`src/chol_pkg.sv`:
```
`default_nettype none
package chol_pkg;
  localparam int MAX_N = 8;
  localparam int FRAC_BITS = 16;
  localparam int TRI_DEPTH = MAX_N * (MAX_N + 1) / 2;
  localparam int IDXW = (MAX_N > 1) ? $clog2(MAX_N) : 1;
  localparam int NW = $clog2(MAX_N + 1);
  localparam int ADDRW = $clog2(TRI_DEPTH);
  localparam int CNTW = $clog2(TRI_DEPTH + 1);
  localparam int TW = ADDRW + IDXW + 2;
  localparam int CFG_IDX_W = 2;
  localparam int CFG_DATA_W = 16;

  localparam logic [CFG_IDX_W-1:0] REG_MATRIX_SIZE = CFG_IDX_W'(0);
  localparam logic [CFG_IDX_W-1:0] REG_MIN_PIVOT = CFG_IDX_W'(1);

  localparam logic signed [31:0] S32_MAX = 32'sh7fffffff;
  localparam logic signed [31:0] S32_MIN = 32'sh80000000;
  localparam logic signed [63:0] S64_MAX = 64'sh7fffffffffffffff;
  localparam logic signed [63:0] S64_MIN = 64'sh8000000000000000;

  function automatic logic signed [63:0] sat_add64(input logic signed [63:0] a,
                                                   input logic signed [63:0] b);
    logic signed [63:0] s;
    s = a + b;
    if (a[63] == b[63] && s[63] != a[63]) return a[63] ? S64_MIN : S64_MAX;
    return s;
  endfunction

  function automatic logic signed [63:0] sat_sub64(input logic signed [63:0] a,
                                                   input logic signed [63:0] b);
    logic signed [63:0] s;
    s = a - b;
    if (a[63] != b[63] && s[63] != a[63]) return a[63] ? S64_MIN : S64_MAX;
    return s;
  endfunction

  function automatic logic [ADDRW-1:0] tri_addr(input logic [IDXW-1:0] r,
                                                input logic [IDXW-1:0] c);
    logic [TW-1:0] t;
    t = (TW'(r) * (TW'(r) + TW'(1))) >> 1;
    return ADDRW'(t + TW'(c));
  endfunction
endpackage
`default_nettype wire

```
`src/chol_sqrt.sv`:
```
`default_nettype none
module chol_sqrt
  import chol_pkg::*;
(
  input  wire logic clk,
  input  wire logic rst,
  input  wire logic start,
  input  wire logic [63:0] radicand,
  output logic done,
  output logic signed [31:0] root_out
);
  logic [63:0] rad;
  logic [35:0] acc;
  logic [31:0] root;
  logic busy;
  logic [5:0] cnt;
  logic [35:0] sh;
  logic [35:0] trial;

  assign sh = {acc[33:0], rad[63:62]};
  assign trial = {2'b00, root, 2'b01};

  always_ff @(posedge clk) begin
    if (rst) begin
      busy <= 1'b0;
      done <= 1'b0;
    end else begin
      done <= 1'b0;
      if (start) begin
        busy <= 1'b1;
        cnt <= 6'd0;
        rad <= radicand;
        acc <= 36'd0;
        root <= 32'd0;
      end else if (busy) begin
        if (cnt == 6'd32) begin
          busy <= 1'b0;
          done <= 1'b1;
          root_out <= root[31] ? S32_MAX : root;
        end else begin
          cnt <= cnt + 6'd1;
          rad <= {rad[61:0], 2'b00};
          if (sh >= trial) begin
            acc <= sh - trial;
            root <= {root[30:0], 1'b1};
          end else begin
            acc <= sh;
            root <= {root[30:0], 1'b0};
          end
        end
      end
    end
  end
endmodule
`default_nettype wire

```
`config.mk`:
```
export PLATFORM = sky130hd
export DESIGN_NAME = chol_sqrt
export DESIGN_NICKNAME = d
export VERILOG_FILES = /design/src/chol_pkg.sv /design/src/chol_sqrt.sv
export SDC_FILE = /design/constraint.sdc
export NUM_CORES = 1
export LEC_CHECK = 0
export ABC_AREA = 1
export CORE_MARGIN = 5
export CORE_UTILIZATION = 24
export CTS_CLUSTER_DIAMETER = 80
export CTS_CLUSTER_SIZE = 8
export DETAILED_ROUTE_END_ITERATION = 12
export DONT_BUFFER_PORTS = 1
export PLACE_DENSITY_LB_ADDON = 0.2
export SKIP_CTS_REPAIR_TIMING = 1
export SLEW_MARGIN = 10
export SYNTH_ARGS = -nofsm -noshare
export SYNTH_HDL_FRONTEND = slang
export SYNTH_SLANG_ARGS = --single-unit
```
`constraint.sdc`:
```
create_clock -name clk -period 16.24 [get_ports clk]
set_input_delay 2.436 -clock clk [delete_from_list [all_inputs] [get_ports clk]]
set_output_delay 2.436 -clock clk [all_outputs]
set_load 0.02 [all_outputs]
```
==> impl_metrics.csv <==
group,metric,value,unit
clock_network,worstSkewPairLatency,0.44,ns
routing,num_vias,7119,
clock_network,htree_levels,4,
critical_path,ff2ff_setup_slack,12.97,ns
sta,period_share,21.47,%
min_path,whs_endpoint,"done$_SDFF_PP0_",
floorplan,die_h,210.5,µm
place,place.gp.congestion,0.8338,
sta,max_freq,286.8,MHz
global_routing,overflow,0,
yosys,postSynthCellCount,1224,
power,ir_drop,72.43,µV
yosys,synth_area_leader_cell,"edfxtp_1",
sta,finalMaxSlewViolations,0,
sta,hold_viol_final,0,
global_routing,grt_pass1_wl,38990,µm
routing,postRouteWirelength,23860,µm
yosys,synth_seq_cells,169,
sta,setup_viol,0,
yosys,yosysWarnings,0,
global_routing,antenna_found_initial,0,
yosys,netlist_area,9651,µm²
routing,drc,0,
min_path,hold_class,"flop to flop",
place,dp_cells,1722,
layout,fin_cells,1754,
sta,rsz0062_at_grt,"no",
sta,fin_skew,0.01309,ns
critical_path,path_max_fanout,102,
critical_path,cp.arrival,3.53,ns
clock_network,numCtsBuffers,17,
flow_run,maxCapViolations,0,
yosys,synth_most_common_cell,"nand2_1",
yosys,synth.area.top_cells,"edfxtp_1, nand2_1, inv_1",
floorplan,die-area,44320,µm²
critical_path,r2r_start,"root[31]$_SDFFCE_PP0P_",
global_routing,grt_max_degree,103,
routing,ant_nets,0,
routing,wl_per_cell,13.60,µm
yosys,synth_ff_type,"edfxtp_1",
critical_path,timing.rr.end,"acc[33]$_SDFFCE_PP0P_",
clock_network,worst_setup_hold_path_clk_slew,0.07,ns
power,p_leak,5.117,nW
run_status,status,"finished clean",
clock_network,cts_buffer_depth,2,
floorplan,core-area,39730,µm²
critical_path,cp.required,16.29,ns
floorplan,die_w,210.5,µm
layout,syn_to_final_growth,12.17,%
yosys,ys_async_sr_fraction,0,%
routing,vias_per_cell,4.059,
routing,dr.pass1.iters,5,
critical_path,startpoint_type,"primary input",
place,dp_hpwl,17180,µm
sta,timing.setup.tns,0,ns
place,portBuffers,0,
floorplan,start_util,24.29,%
sta,relSlewSlack,26.77,%
clock_network,cts.sinks,169,
layout,fin_nets,1319,
yosys,synth_nets,1327,
min_path,hold_depth,2,
power,report.power.total,1.188,mW
yosys,avgSynthCellArea,7.884,µm²
critical_path,r2r_cells,13,
yosys,synth_commonest_cells,"nand2_1, inv_1, edfxtp_1, nor2_1, ha_1",
min_path,min_from,"busy$_SDFF_PP0_",
sta,fin_crit,3.486,ns
yosys,ys_types,33,
yosys,yosysSeqAreaShare,52.38,%
global_routing,grt_pass1_vias,7305,
routing,first_iter_violations,323,
layout,filler_cell_count,4410,
layout,diodes,0,
critical_path,path_class,"primary input to flop",
layout,drive_gt1_share,4.150,%
sta,fin_ws,12.75,ns
global_routing,grt_use_total,10.99,%
power,powerDensity,109.7,nW/µm²
critical_path,crit_path_end_kind,"flop",
place,post-place-ws,12.31,ns
clock_network,root_buffer,"clkbuf_16",
yosys,synth_edf_count,167,
floorplan,boundaryPins,100,
floorplan,rows,73,
sta,tightest_slew,1.098,ns
clock_network,cts_tree,"yes",
yosys,synth_top_area_share,51.96,%
[layout make-up]
cell class / instances / area [µm²] / share of cell area (%)
sequential: 169 / 5055 / 46.69
inverter: 170 / 638.1 / 5.895
clock buffer: 17 / 425.4 / 3.930
multi-input combinational: 852 / 3820 / 35.29
tap: 525 / 656.9 / 6.068
clock inverter: 15 / 185.2 / 1.711
timing repair buffer: 6 / 45.04 / 0.4161
[metal layers]
metal	track usage (%)	vias to the layer above	wire length, µm
met1	14.65	3194	11530
met2	17.70	117	10850
met5	0	-	0
li1	-	3790	-
met4	2.571	0	242
met3	3.245	18	1233
[cells in the final DEF (no fill, tap or decap), types with 2 or more instances in the layout]
cell and n:
and2_1 2, clkbuf_16 17, inv_6 6, inv_2 3, o21ai_0 5, ha_1 36
dfxtp_1 2, nor3_1 10, inv_1 167, nand2_2 2, clkinv_4 2, edfxtp_1 167
nand2_1 561, xnor2_1 17, nor2_2 3, a21oi_1 25, nor2_1 140, clkinv_8 2
bufinv_16 2, nand3_1 19, nor4_1 3, nand4_1 6, buf_4 6, nand3b_1 11
[worst max-delay path: stages]
cell and delay (ns):
inv_2 0.04, a21oi_4 0.13, buf_4 0.82
[power breakdown]
part | internal [mW] | total [mW] | switching [mW]
sequential | 0.516 | 0.528 | 0.0111
clock | 0.233 | 0.427 | 0.194
combinational | 0.0770 | 0.233 | 0.156
[cell families after synthesis]
group                    after synthesis  synth area share, %
AO/OA/AOI/OAI                         34                1.841
XOR/XNOR                              18                1.634
adder cells (fa/ha/maj)               36                4.667
buffers and inverters                203                8.220
flip-flops                           169                52.38
other                                  1              0.03886
AND/OR/NAND/NOR                      763                31.22
[sequential cells by signal (all words and copies together) (netlist names)]
name,flops
root_out,31
cnt,6
rad,64
busy,1
done,1
acc,34
root,32
[worst max-delay path by stage]
| stage | from | cells after the start | end |
|---|---|---|---|
| floorplan | start | 4 | acc[0]$_SDFFCE_PP0P_ |
| global placement | start | 4 | cnt[4]$_SDFFCE_PP0P_ |
| detailed placement | start | 4 | cnt[4]$_SDFFCE_PP0P_ |
| CTS | start | 3 | root[13]$_SDFFCE_PP0P_ |
| global route | start | 4 | cnt[4]$_SDFFCE_PP0P_ |
| finish | start | 3 | root[13]$_SDFFCE_PP0P_ |
[metrics by stage]
stage          cell area (µm²)  hold slack, ns  util, %
6_report                 10830          0.4941    27.25
4_1_cts                  10830          0.4956    27.25
3_5_place_dp             10210          0.4806    25.71
3_3_place_gp             10210          0.4729    25.71
5_1_grt                  10830          0.5313    27.25
2_1_floorplan             9651          0.4378        -
Power figures use the tool's default switching activity.
