`src/chol_pkg.sv`:
```
`default_nettype none
package chol_pkg;
  localparam int MAX_N = 8;
  localparam int FRAC_BITS = 16;
  localparam int TRI_DEPTH = MAX_N * (MAX_N + 1) / 2;
  localparam int IDXW = (MAX_N > 1) ? $clog2(MAX_N) : 1;
  localparam int NW = $clog2(MAX_N + 1);
  localparam int ADDRW = $clog2(TRI_DEPTH);
  localparam int CNTW = $clog2(TRI_DEPTH + 1);
  localparam int TW = ADDRW + IDXW + 2;
  localparam int CFG_IDX_W = 2;
  localparam int CFG_DATA_W = 16;

  localparam logic [CFG_IDX_W-1:0] REG_MATRIX_SIZE = CFG_IDX_W'(0);
  localparam logic [CFG_IDX_W-1:0] REG_MIN_PIVOT = CFG_IDX_W'(1);

  localparam logic signed [31:0] S32_MAX = 32'sh7fffffff;
  localparam logic signed [31:0] S32_MIN = 32'sh80000000;
  localparam logic signed [63:0] S64_MAX = 64'sh7fffffffffffffff;
  localparam logic signed [63:0] S64_MIN = 64'sh8000000000000000;

  function automatic logic signed [63:0] sat_add64(input logic signed [63:0] a,
                                                   input logic signed [63:0] b);
    logic signed [63:0] s;
    s = a + b;
    if (a[63] == b[63] && s[63] != a[63]) return a[63] ? S64_MIN : S64_MAX;
    return s;
  endfunction

  function automatic logic signed [63:0] sat_sub64(input logic signed [63:0] a,
                                                   input logic signed [63:0] b);
    logic signed [63:0] s;
    s = a - b;
    if (a[63] != b[63] && s[63] != a[63]) return a[63] ? S64_MIN : S64_MAX;
    return s;
  endfunction

  function automatic logic [ADDRW-1:0] tri_addr(input logic [IDXW-1:0] r,
                                                input logic [IDXW-1:0] c);
    logic [TW-1:0] t;
    t = (TW'(r) * (TW'(r) + TW'(1))) >> 1;
    return ADDRW'(t + TW'(c));
  endfunction
endpackage
`default_nettype wire

```
`src/chol_div.sv`:
```
`default_nettype none
module chol_div
  import chol_pkg::*;
(
  input  wire logic clk,
  input  wire logic rst,
  input  wire logic start,
  input  wire logic signed [63:0] dividend,
  input  wire logic [31:0] divisor,
  output logic done,
  output logic signed [31:0] quotient
);
  logic [63:0] mag;
  logic [32:0] part;
  logic [31:0] dv;
  logic neg;
  logic busy;
  logic [6:0] cnt;
  logic [32:0] trial;
  logic [63:0] negq;

  assign trial = {part[31:0], mag[63]};
  assign negq = 64'd0 - mag;

  always_ff @(posedge clk) begin
    if (rst) begin
      busy <= 1'b0;
      done <= 1'b0;
    end else begin
      done <= 1'b0;
      if (start) begin
        busy <= 1'b1;
        cnt <= 7'd0;
        neg <= dividend[63];
        mag <= dividend[63] ? 64'd0 - dividend : dividend;
        dv <= divisor;
        part <= 33'd0;
      end else if (busy) begin
        if (cnt == 7'd64) begin
          busy <= 1'b0;
          done <= 1'b1;
          if (!neg) quotient <= (mag > 64'h7fffffff) ? S32_MAX : mag[31:0];
          else quotient <= (mag > 64'h80000000) ? S32_MIN : negq[31:0];
        end else begin
          cnt <= cnt + 7'd1;
          if (trial >= {1'b0, dv}) begin
            part <= trial - {1'b0, dv};
            mag <= {mag[62:0], 1'b1};
          end else begin
            part <= trial;
            mag <= {mag[62:0], 1'b0};
          end
        end
      end
    end
  end
endmodule
`default_nettype wire

```
`config.mk`:
```
export PLATFORM = sky130hd
export DESIGN_NAME = chol_div
export DESIGN_NICKNAME = d
export VERILOG_FILES = /design/src/chol_pkg.sv /design/src/chol_div.sv
export SDC_FILE = /design/constraint.sdc
export NUM_CORES = 1
export LEC_CHECK = 0
export BUFFER_PORTS_ARGS = -buffer_cell sky130_fd_sc_hd__buf_2
export CELL_PAD_IN_SITES_DETAIL_PLACEMENT = 0
export CELL_PAD_IN_SITES_GLOBAL_PLACEMENT = 2
export CORE_MARGIN = 2
export CORE_UTILIZATION = 38
export DETAILED_ROUTE_END_ITERATION = 10
export GPL_TIMING_DRIVEN = 0
export PLACE_DENSITY = 0.82
export SLEW_MARGIN = 20
export SYNTH_ARGS = -nofsm -noshare
export SYNTH_HDL_FRONTEND = slang
export SYNTH_SLANG_ARGS = --single-unit
```
`constraint.sdc`:
```
create_clock -name clk -period 8.17 [get_ports clk]
set_clock_uncertainty 0.05 [all_clocks]
set_input_delay 1.2255 -clock clk [delete_from_list [all_inputs] [get_ports clk]]
set_output_delay 1.2255 -clock clk [all_outputs]
set_load 0.1 [all_outputs]
```
==> run_results.csv, run 1 <==
group,metric,value,unit
setup_path,cp_slowest_cell,"nor4_1",
sta,whs,0.501,ns
yosys,ys_seq_elements,170,
clock_network,cts_tree,"yes",
routing,post_drt_wl_per_cell,17.7,um
setup_path,cp-end-kind,"register",
clock_network,cts_setup_buffers,0,
setup_path,crit_fanout,10,
clock_network,h-tree-depth,4,
yosys,synth_top_area_share,47.6,%
pwr,p_total,0.00233,W
setup_path,required,8.31,ns
yosys,synth_ff_type,"edfxtp_1",
routing,vias,8652,
place,io_buffers,131,
final_layout,design.final.nets,1367,
yosys,synth_edf_count,168,
pwr,max-vdd-ir-drop,0.144,mV
global_routing,grt_start_max_net_pins,27,
routing,drtIter0Drc,709,
sta,finalCriticalPeriod,4.48,ns
global_routing,track_usage,20.0,%
yosys,syn_nets,1207,
place,place_congestion,0.850,
global_routing,grt_first_pass_wirelength,45200,um
die,die_w,171,um
clock_network,clock-sinks,170,
clock_network,root_buffer,"clkbuf_16",
clock_network,clk_pin_slew,0.07,ns
routing,firstDrtPassIters,5,
die,die_y,171,um
setup_path,critPathBufInv,3,
global_routing,grt_overflow,0,
sta,post-route-period-util,54.9,%
status,outcome,"completed",
setup_path,arrival,4.63,ns
yosys,yosysUniqueCellTypes,68,
pwr,leakage,4.74,nW
clock_network,numCtsBuffers,17,
sta,setup_ws,3.69,ns
sta,setup_violations,0,
yosys,ys_top_cells_by_area,"edfxtp_1 (48%), xor2_1 (6.1%), nor2_1 (4.7%), a21oi_1 (4.5%), ha_1 (4.3%)",
die,dieArea,29200,um2
die,design.core.area,27600,um2
yosys,netlist_area,10600,um2
yosys,ys_seq_area_share,48.0,%
clock_network,insertion_delay,0.43,ns
yosys,synth_cells,1071,
sta,slew_violations,0,
setup_path,path_common_cell,"clkbuf_1",
global_routing,antenna_found_initial,4,
sta,rsz0062_at_grt,"no",
worst_hold_path,hold_path_class,"register to register",
sta,worstMarginPinSlew,0.831,ns
final_layout,fin_util,45.0,%
yosys,synth_top_cell_by_area,"edfxtp_1",
sta,fin_tns_setup,0,ns
routing,viasPerCell,5.33,
setup_path,crit_chain,"inv_1 -> ha_1 -> or3b_2 -> nor4_1 -> nand4_1 -> or3_1 -> o21ai_1 -> clkbuf_1 -> nand2_1 -> clkbuf_1 -> nor3_1 -> o21ai_0 -> o311ai_0",
pwr,power.density,188,nW/um2
flow_run,drv_cap,0,
setup_path,crit_family,"simple AND/OR/NAND/NOR gates",
setup_path,reg2reg_slack,3.69,ns
sta,slew_headroom,44.6,%
routing,final_antenna_net_count,0,
final_layout,syn_to_final_growth,17.3,%
setup_path,cp_slowest_stage_delay,0.68,ns
place,pre_cts_ws,3.42,ns
setup_path,start_kind,"register",
clock_network,hold_buffers,0,
yosys,yosys_warnings,0,
yosys,post-synth-top-count-cell,"edfxtp_1",
die,placementRows,61,
global_routing,grt_pass1_vias,8290,
routing,drt-total-wl,28800,um
setup_path,worstSetupPathType,"register to register",
clock_network,clockBufferDepth,2,
place,hpwl,21600,um
final_layout,drive_gt1_share,16.3,%
yosys,syn_area_per_cell,9.89,um2
clock_network,cts_resized,0,
die,start_util,38.3,%
yosys,async_flop_share,0,%
die,pin_count,132,
sta,max_freq,0.223,GHz
yosys,synth_common_cells,"edfxtp_1 (168), nor2_1 (133), a21oi_1 (96), xor2_1 (74), o21ai_0 (72)",
sta,hold_viol,0,
routing,drc,0,
[report_power, final]
part	internal, W	leakage (nW)	switching, W
combinational	0.000202	2.89	0.000291
clock	0.000414	0.248	0.000349
sequential	0.00104	1.59	0.0000403
total	0.00165	4.74	0.000679
[logic make-up after synthesis]
group	Yosys count	synth area share [%]
simple gates	363	17.0
compound gates	278	16.5
flops	170	48.0
buf+inv	108	4.17
xor+xnor	90	7.44
fa+ha+maj	37	4.44
mux	25	2.37
[flip-flops by register name (all words and copies together), names as in the netlist]
signal and count:
dv 32, cnt 7, quotient 32, part 32, done 1, neg 1
busy 1, mag 64
[worst paths after layout]
path / to / cells after the start / from
setup / recovery: quotient[26] / 13 / mag[0]
hold / removal: done / 1 / busy
hold reg to reg: done / 1 / busy
setup reg to reg: quotient[26] / 13 / mag[0]
[cell type report]
type / count / area [um2]
inverter: 58 / 218
clock inverter: 12 / 104
antenna: 3 / 7.51
fill: 2788 / 15200
tap: 378 / 473
clock buffer: 18 / 429
sequential: 170 / 5080
timing repair buffer: 141 / 798
multi-input combinational: 793 / 5090
buffer: 50 / 224
[metrics by stage]
stage	cell area [um2]	instances
finish	12400	1623
global route	12400	1620
CTS	12400	1620
detailed placement	11900	1590
global placement	11700	1580
floorplan	10600	1071
[layout by cell type (no fill, tap or decap), types with 4 or more instances in the layout]
| cell type | n |
|---|---|
| a211oi_1 | 7 |
| a21o_1 | 15 |
| a21oi_1 | 96 |
| and3_1 | 12 |
| buf_2 | 140 |
| clkbuf_1 | 40 |
| clkbuf_16 | 17 |
| clkinvlp_4 | 5 |
| edfxtp_1 | 168 |
| ha_1 | 36 |
| inv_1 | 57 |
| mux2i_1 | 24 |
| nand2_1 | 62 |
| nand2b_1 | 6 |
| nand3_1 | 25 |
| nand3b_1 | 4 |
| nand4_1 | 8 |
| nor2_1 | 131 |
| nor2b_1 | 11 |
| nor3_1 | 26 |
| nor4_1 | 15 |
| o21ai_0 | 72 |
| o21bai_1 | 4 |
| o311ai_0 | 24 |
| o31ai_1 | 22 |
| o31ai_2 | 4 |
| o41ai_1 | 9 |
| or2_2 | 8 |
| or3_1 | 24 |
| or4_1 | 11 |
| xnor2_1 | 16 |
| xor2_1 | 74 |
[per-layer routing]
layer  track usage, %  vias to the layer above  wire length, um
met1             27.0                     4122            13400
met2             33.0                      198            13600
li1                 -                     4307                -
met5                0                        -               13
met3             3.77                       23             1340
met4             5.49                        2              451
Note: power is estimated with default switching activity, not from simulation.
==> run 2: changes to the inputs <==
ABC_AREA = 1   (was default)
CORE_UTILIZATION = 31   (was 38)
PLACE_DENSITY = 0.77   (was 0.82)
clock period = 3.9 ns   (was 8.17 ns; I/O delays follow)
==> run 2 against run 1 <==
Sequential share of layout area shrank 7.5 points. Sequential cell count did not move. Non-clock buffer count down 6. Register-to-register slack lost 2.6 ns. Via count grew 43%. Worst hold slack lost 0.26 ns. Setup slack lost 2.8 ns. Critical path type is now input port to register.
==> run_results.csv, run 2 <==
group,metric,value,unit
pwr,power.density,366,nW/um2
yosys,synth_edf_count,168,
setup_path,worstSetupPathType,"input port to register",
setup_path,arrival,3.11,ns
place,pre_cts_ws,0.367,ns
routing,firstDrtPassIters,8,
sta,worstMarginPinSlew,0.758,ns
sta,finalCriticalPeriod,3.00,ns
die,die_w,210,um
clock_network,numCtsBuffers,17,
sta,max_freq,0.334,GHz
place,io_buffers,130,
routing,post_drt_wl_per_cell,17.6,um
clock_network,clk_pin_slew,0.07,ns
yosys,netlist_area,13200,um2
die,start_util,31.4,%
sta,setup_ws,0.905,ns
yosys,ys_seq_elements,170,
sta,rsz0062_at_grt,"no",
yosys,synth_common_cells,"nand2_1 (584), nor2_1 (277), inv_1 (262), edfxtp_1 (168), nand3_1 (132)",
yosys,post-synth-top-count-cell,"nand2_1",
final_layout,regMostFlops,"mag",
sta,slew_headroom,49.1,%
final_layout,antenna_cells,0,
status,outcome,"completed",
global_routing,grt_pass1_vias,12100,
routing,drt-total-wl,45300,um
sta,slew_violations,0,
global_routing,track_usage,21.0,%
clock_network,clockBufferDepth,2,
setup_path,crit_fanout,21,
final_layout,syn_to_final_growth,15.6,%
global_routing,grt_start_max_net_pins,26,
yosys,synth_ff_type,"edfxtp_1",
setup_path,critPathBufInv,8,
yosys,async_flop_share,0,%
yosys,ys_seq_area_share,38.6,%
global_routing,antenna_found_initial,0,
final_layout,design.final.nets,2163,
flow_run,drv_cap,0,
setup_path,cp-end-kind,"register",
clock_network,h-tree-depth,4,
yosys,synth_cells,1869,
final_layout,multiInputGateArea,6860,um2
setup_path,crit_chain,"clkbuf_1 -> inv_1 -> clkbuf_1 -> buf_4 -> o22ai_4 -> buf_16 -> buf_16 -> buf_16 -> buf_16",
final_layout,drive_gt1_share,12.4,%
yosys,syn_area_per_cell,7.05,um2
clock_network,clock-sinks,170,
clock_network,cts_tree,"yes",
clock_network,root_buffer,"clkbuf_16",
final_layout,layout_common_cells,"nand2_1 (584), nor2_1 (276), inv_1 (262)",
routing,final_antenna_net_count,0,
routing,vias,12300,
final_layout,seq_area,5080,um2
worst_hold_path,hold_path_class,"input port to register",
sta,post-route-period-util,76.8,%
clock_network,insertion_delay,0.46,ns
sta,fin_tns_setup,0,ns
pwr,max-vdd-ir-drop,0.314,mV
clock_network,hold_buffers,0,
setup_path,cp_slowest_cell,"o22ai_4",
yosys,yosys_warnings,0,
final_layout,fin_util,36.3,%
die,design.core.area,41900,um2
die,placementRows,75,
pwr,leakage,6.91,nW
place,hpwl,37600,um
die,dieArea,44200,um2
routing,drtIter0Drc,845,
setup_path,cp_slowest_stage_delay,0.60,ns
setup_path,start_kind,"input port",
place,place_congestion,0.933,
yosys,synth_top_area_share,38.3,%
final_layout,final_common_cell,"nand2_1",
die,pin_count,132,
yosys,ys_top_cells_by_area,"edfxtp_1 (38%), nand2_1 (17%), nor2_1 (7.9%), inv_1 (7.5%), nand3_1 (5.0%)",
global_routing,grt_first_pass_wirelength,70200,um
setup_path,required,4.01,ns
yosys,yosysUniqueCellTypes,49,
clock_network,cts_setup_buffers,0,
clock_network,cts_resized,0,
final_layout,largest_register_ffs,64,
yosys,syn_nets,2005,
sta,hold_viol,0,
setup_path,crit_family,"buffers and inverters",
yosys,synth_top_cell_by_area,"edfxtp_1",
sta,whs,0.245,ns
setup_path,path_common_cell,"buf_16",
routing,viasPerCell,4.79,
global_routing,grt_overflow,0,
final_layout,fill_cells,4573,
sta,setup_violations,0,
routing,drc,0,
die,die_y,210,um
run 2: changes by cell type after synthesis, sizes merged, moves of 15 or more:
cell,change
mux2i,-24
a21oi,-69
o31ai,-22
o311ai,-27
nor2,+160
nand4,+15
a21o,-15
nand2,+540
nand3b,+34
buf,+17
or3,-26
inv,+209
nand3,+121
clkbuf,-20
run 2: final cells by class:
type	instances	area share, %
clock inverters	14	0.641
plain buffers	46	1.69
flip-flops and latches	170	33.4
multi-input cells	1386	45.0
repair buffers	139	5.45
well taps	539	4.43
clock buffers	18	2.82
inverters	267	6.59
run 2: power breakdown:
part / switching, W / total (W) / internal (W)
logic: 0.00111 / 0.00169 / 0.000571
registers: 0.000107 / 0.00232 / 0.00221
clock network: 0.000757 / 0.00157 / 0.000811
run 2: cells by family (layout without fill, tap and decap cells):
logic type / Yosys count / count (layout) / synth area share [%]
flops: 170 / 170 / 38.6
buf+inv: 313 / 484 / 9.57
simple gates: 1141 / 1141 / 37.8
compound gates: 136 / 136 / 5.70
xor+xnor: 72 / 72 / 4.79
fa+ha+maj: 37 / 37 / 3.57
run 2: worst reg2reg max path: stages (launching register included):
cell and delay, ns:
edfxtp_1 0.44, inv_1 0.09, ha_1 0.15, nand4_1 0.10
nor3_1 0.47, nor3b_2 0.52, buf_4 0.28, buf_4 0.22
buf_4 0.22
run 2: per-layer routing:
layer	share of wire (%)	vias to the layer above	track usage [%]
met5	0	-	0
met4	1.4	0	5.11
met3	4.2	34	2.59
met2	46	284	34.4
met1	48	5731	29.4
li1	-	6296	-
run 2: final timing paths:
path | start | to | slack [ns] | cells past startpoint
hold / removal | divisor[1] | dv[1] | 0.24 | 1
setup reg to reg | cnt[0] | quotient[20] | 1.06 | 8
hold reg to reg | mag[0] | quotient[0] | 0.50 | 2
setup / recovery | start | mag[7] | 0.90 | 9
run 2: through the flow:
step | cell area (um2) | power [W] | std cells
detailed placement | 14700 | 0.00405 | 2547
floorplan | 13200 | 0.00349 | 1869
global route | 15200 | 0.00593 | 2579
global placement | 14500 | 0.00402 | 2538
finish | 15200 | 0.00558 | 2579
CTS | 15200 | 0.00564 | 2579
